`src/rtl/grr_pkg.sv`:
```
package grr_pkg;

	// Glyph store geometry
	localparam int MAX_FONT_HEIGHT = 16;
	localparam int GLYPH_COUNT     = 256;
	localparam int ADDR_W          = $clog2(GLYPH_COUNT * MAX_FONT_HEIGHT);
	localparam int CNT_W           = $clog2(MAX_FONT_HEIGHT + 1);

	// Field widths
	localparam int CODE_W  = 8;
	localparam int GROW_W  = 4;
	localparam int POS_W   = 12;
	localparam int PITCH_W = 16;
	localparam int COLOR_W = 32;
	localparam int OFFS_W  = 32;
	localparam int NPIX    = 8;

	// Configuration register indexes
	typedef enum logic [2:0] {
		CFG_FONT_HEIGHT  = 3'd0,
		CFG_CHAR_ADVANCE = 3'd1,
		CFG_LINE_PITCH   = 3'd2,
		CFG_BPP          = 3'd3,
		CFG_BIG_ENDIAN   = 3'd4,
		CFG_FG_COLOR     = 3'd5,
		CFG_BG_COLOR     = 3'd6
	} grr_cfg_idx_t;

	// Item kinds carried in tuser
	typedef enum logic {
		MODE_LOAD = 1'b0,
		MODE_DRAW = 1'b1
	} grr_mode_t;

	// Controller to datapath commands
	typedef struct packed {
		logic load;     // write one glyph row
		logic capture;  // latch draw item fields
		logic mul;      // form line start products
		logic start;    // set cursor and row offset, clear row count
		logic issue;    // read one glyph row into the output stage
		logic advance;  // move cursor by one character
	} grr_cmd_t;

	// Datapath to controller status
	typedef struct packed {
		logic rows_zero;   // font height is zero
		logic issue_last;  // the row about to be issued is the final one
		logic out_free;    // output stage can take a row this cycle
	} grr_stat_t;

endpackage

```
`src/rtl/grr_ctrl.sv`:
```
module grr_ctrl (
	input  logic                clk,
	input  logic                arst_n,
	input  logic                in_valid,
	input  logic                in_mode,
	output logic                in_ready,
	input  grr_pkg::grr_stat_t  stat,
	output grr_pkg::grr_cmd_t   cmd
);

	typedef enum logic [2:0] {
		S_IDLE,
		S_MUL,
		S_START,
		S_ROWS,
		S_ADV
	} state_t;

	state_t state_q;
	logic   accept;

	assign in_ready = (state_q == S_IDLE);
	assign accept   = in_valid && in_ready;

	// Decode commands from state
	always_comb begin
		cmd         = '0;
		cmd.load    = accept && (in_mode == grr_pkg::MODE_LOAD);
		cmd.capture = accept && (in_mode == grr_pkg::MODE_DRAW);
		cmd.mul     = (state_q == S_MUL);
		cmd.start   = (state_q == S_START);
		cmd.issue   = (state_q == S_ROWS) && stat.out_free;
		cmd.advance = (state_q == S_ADV);
	end

	// Sequence one draw transaction
	always_ff @(posedge clk or negedge arst_n) begin
		if (!arst_n) begin
			state_q <= S_IDLE;
		end else begin
			unique case (state_q)
				S_IDLE: begin
					if (cmd.capture) begin
						state_q <= S_MUL;
					end
				end
				S_MUL: begin
					state_q <= S_START;
				end
				S_START: begin
					state_q <= stat.rows_zero ? S_ADV : S_ROWS;
				end
				S_ROWS: begin
					if (stat.out_free && stat.issue_last) begin
						state_q <= S_ADV;
					end
				end
				S_ADV: begin
					state_q <= S_IDLE;
				end
				default: begin
					state_q <= S_IDLE;
				end
			endcase
		end
	end

endmodule

```
`config.mk`:
```
export PLATFORM = sky130hd
export DESIGN_NAME = grr_ctrl
export DESIGN_NICKNAME = d
export VERILOG_FILES = /design/src/rtl/grr_pkg.sv /design/src/rtl/grr_ctrl.sv
export SDC_FILE = /design/constraint.sdc
export NUM_CORES = 1
export LEC_CHECK = 0
export ABC_AREA = 1
export BUFFER_PORTS_ARGS = -buffer_cell sky130_fd_sc_hd__buf_2
export CAP_MARGIN = 10
export CORE_AREA = 10 10 47 49
export DETAILED_ROUTE_END_ITERATION = 8
export DIE_AREA = 0 0 57 59
export GPL_TIMING_DRIVEN = 0
export PLACE_DENSITY_LB_ADDON = 0.2
export SYNTH_ARGS = -nofsm -noshare
export SYNTH_HDL_FRONTEND = slang
export SYNTH_SLANG_ARGS = --single-unit
```
`constraint.sdc`:
```
create_clock -name clk -period 1.5 [get_ports clk]
set_input_delay 0.15 -clock clk [delete_from_list [all_inputs] [get_ports clk]]
set_output_delay 0.15 -clock clk [all_outputs]
set_load 0.005 [all_outputs]
```
# Yosys cells after proc, flatten, opt, wreduce, memory -nomap -nowiden
# Cells that the tools add are included.
word_totals:
  reg_bits: 3
  in_bits: 7
  out_inout_bits: 7
  elab_cells: 19
op_classes:
  n_eq_ne: 6
  mux: 4
  bitwise_logic: 1
  reduce_logical: 7
ops:
  columns: ["operator", "count"]
  rows:
  - ["$pmux 3 s4", 1]
  - ["$mux 3", 3]
  - ["$eq 3x2->1 const B", 2]
  - ["$logic_and 1x1->1", 5]
  - ["$ne 2x1->1 const B", 2]
  - ["$eq 3x1->1 const B", 1]
  - ["$eq 3x3->1 const B", 1]
  - ["$logic_not 3->1", 1]
  - ["$reduce_and 2->1", 1]
  - ["$not 1->1", 1]

# Logic depth before layout (Yosys ltp)
logic_depth:
  ltp_word: 5
  ltp_mapped: 6
  ltp_nobuf: 6

# Worst setup path before layout
# OpenSTA, ideal clock, no wires.
synth_path:
  kind: "register to output"
  from: "reg state_q[2]"
  to: "out cmd[4] (netlist bit)"
  t_arrival_ns: 0.801
  required_ns: 1.350
  setup_slack_ns: 0.549
  path_stages_with_launch: 6
  path_cell_list: "dfrtp_1 -> inv_2 -> nand2_2 -> nor2_4 -> nand3_1 -> inv_1"
synth_rtl:
  columns: ["item", "line_no", "source"]
  rows:
  - ["from (decl)", "grr_ctrl.sv:19", "state_t state_q;"]
  - ["from (signal assigned)", "grr_ctrl.sv:51", "state_q <= stat.rows_zero ? S_ADV : S_ROWS;"]
  - ["to (decl)", "grr_ctrl.sv:8", "output grr_pkg::grr_cmd_t cmd"]

==> results.json <==
{
  "outcome": "complete, no violations",
  "boundaryPins": 14,
  "clkSinkCount": 3,
  "dp_cells": 59,
  "firstDrtPassIters": 4,
  "overflow": 0,
  "globalplace.congestion": 0.664,
  "utilization_pct": 23.9,
  "drcViolationCount": 0,
  "fin_skew_ns": 0.00166,
  "n_antenna_cell": 0,
  "crit_family": "flip-flops",
  "p_per_area_mw_per_mm2": 1750,
  "cp_slowest_cell": "dfrtp_1",
  "power.total_uw": 588,
  "cts.hold.buffers_added": 1,
  "finalCritPeriodShare_pct": 88.4,
  "row_count": 14,
  "finalNonFillerCells": 64,
  "clock_latency_ns": 0.23,
  "synth_seq_cells": 3,
  "max-vdd-ir-drop_uv": 431,
  "htree_levels": 1,
  "numCtsBuffers": 3,
  "syn-instance-count": 30,
  "yosys.area.top_type": "dfrtp_1",
  "switching_share_pct": 42.6,
  "port_buffers": 13,
  "min_path_type": "in2reg",
  "start_util_pct": 15.3,
  "switchingPower_uw": 250,
  "drive_above_1_share_pct": 52.1,
  "core_area_sq_mm": 0.00140,
  "ys_types": 13,
  "cts_tree": "done",
  "r2r_cells": 5,
  "combPwrFrac_pct": 49.2,
  "grtUsageTotal_pct": 3.80,
  "crit_required_ns": 1.35,
  "synth_fp_nets": 37,
  "period_needed_ns": 1.33,
  "layout_commonest_cell": "buf_2",
  "grt_pass1_wl_mm": 1.01,
  "clkPwrFrac_pct": 24.6,
  "cts_root_buffer": "clkbuf_4",
  "holdWs_ns": 0.195,
  "grt_setup_unrepaired": "no",
  "hold_depth": 3,
  "met3_usage_pct": 1.07,
  "grt_util_met1_pct": 3.67,
  "start_kind": "flip-flop",
  "antenna_found_initial": 0,
  "arrival_ns": 1.18,
  "hold_violations": 0,
  "nets": 56,
  "final_cell_mix": "buf_2 (13), nand3_1 (5), inv_1 (5)",
  "p_leak_uw": 0.000210,
  "max_freq_mhz": 754,
  "die_height_um": 59,
  "area_growth_pct": 56.7,
  "ant_nets": 0,
  "largest_reg_flops": 3,
  "die-area_sq_mm": 0.00336,
  "netlist_area_sq_um": 214,
  "slew_headroom_pct": 81.5,
  "ys_seq_area_share_pct": 35.1,
  "post_cts_resized": 0,
  "avgSynthCellArea_sq_um": 7.13,
  "top_regs": "state_q (3)",
  "crit_chain": "inv_2 -> nand2_2 -> nor2_4 -> nand3_1 -> inv_1 -> buf_2",
  "path_class": "reg2out",
  "clk_pin_slew_ns": 0.04,
  "grt_max_degree": 8,
  "cts_max_path_buffers": 2,
  "setup_tns_ns": 0,
  "drt_first_iter_violations": 1,
  "grt-busiest-layer": "met2",
  "avgViaCountPerCell": 3.72,
  "regMostFlops": "state_q",
  "synth_top_cells_by_area": "dfrtp_1 (35%), nand3_1 (12%), nor2_4 (11%)",
  "dp_hpwl_um": 527,
  "setup_viol": 0,
  "vias": 238,
  "dieWidth_um": 57,
  "grt_pass1_vias": 281,
  "path_depth": 6,
  "cp_max_fo": 4,
  "maxCapViolCount": 0,
  "wl_um": 616,
  "gr-usage-met2_pct": 5.74,
  "cpPeakStageDelay_ns": 0.38,
  "power_frac_seq_pct": 26.2,
  "crit_buf_inv": 3,
  "wire_per_inst_um": 9.63,
  "p_int_uw": 337,
  "slew_violations": 0,
  "worstMarginPinSlew_ns": 0.278,
  "yosys_warnings": 0,
  "end_kind": "output port",
  "yosys.area.top_type_share_pct": 35.1,
  "cts_setup_buffers": 0
}
## stage by stage
step	setup WS [ns]	instance area, sq um
floorplan	0.549	214
global placement	0.418	299
detailed placement	0.414	299
CTS	0.148	335
global route	0.0741	335
finish	0.173	335
## metal layers
| layer | share of wire [%] | up-vias |
|---|---|---|
| met5 | 0 | - |
| met4 | 2.3 | 0 |
| met3 | 5.0 | 2 |
| met2 | 47 | 9 |
| met1 | 45 | 99 |
| li1 | - | 128 |
## worst min-delay path, delay by kind of cell
| family | cells | cell delay, ns |
|---|---|---|
| buffers and inverters | 1 | 0.08 |
| AO/OA/AOI/OAI | 1 | 0.06 |
| AND/OR/NAND/NOR | 1 | 0.09 |
## path summary, 6_finish.rpt
path	start	endpoint	slack, ns
min in group asynchronous	arst_n	state_q[2]$_DFFE_PN0P_	0.24
max in group asynchronous	arst_n	state_q[0]$_DFFE_PN0P_	1.16
min	stat[2]	state_q[2]$_DFFE_PN0P_	0.20
max reg2reg	state_q[1]$_DFFE_PN0P_	state_q[0]$_DFFE_PN0P_	0.55
min reg2reg	state_q[2]$_DFFE_PN0P_	state_q[2]$_DFFE_PN0P_	0.60
max	state_q[1]$_DFFE_PN0P_	cmd[4]	0.17
## power groups by stage
stage	Sequential, uW	Clock [uW]	Combinational [uW]
3_5_place_dp	157	0	297
5_1_grt	162	155	334
6_report	154	144	289
3_3_place_gp	158	0	297
4_1_cts	156	150	300
2_1_floorplan	148	0	194
## Yosys cell counts
cell type,count
dfrtp_1,3
inv_2,3
and3_2,1
nor2_2,1
nor3_1,1
nor2_4,2
nand2_1,4
nand3_1,5
nand2_2,1
o21ai_2,1
inv_1,5
o21ai_0,1
nor2_1,2
## cells by family (layout without fill, tap and decap cells)
group / count (synthesis) / in the layout / share of synthesized area [%]
flip-flops: 3 / 3 / 35.1
buffers and inverters: 8 / 26 / 14.0
AND/OR/NAND/NOR: 17 / 17 / 44.4
AO/OA/AOI/OAI: 2 / 2 / 6.43
## area by class of cell
class / count / area, sq um
Fill cell: 182 / 1070
Multi-Input combinational cell: 19 / 109
Tap cell: 16 / 20.0
Sequential cell: 3 / 75.1
Timing Repair Buffer: 14 / 75.1
Clock buffer: 4 / 26.3
Inverter: 8 / 30.0
Power figures use the tool's default switching activity.
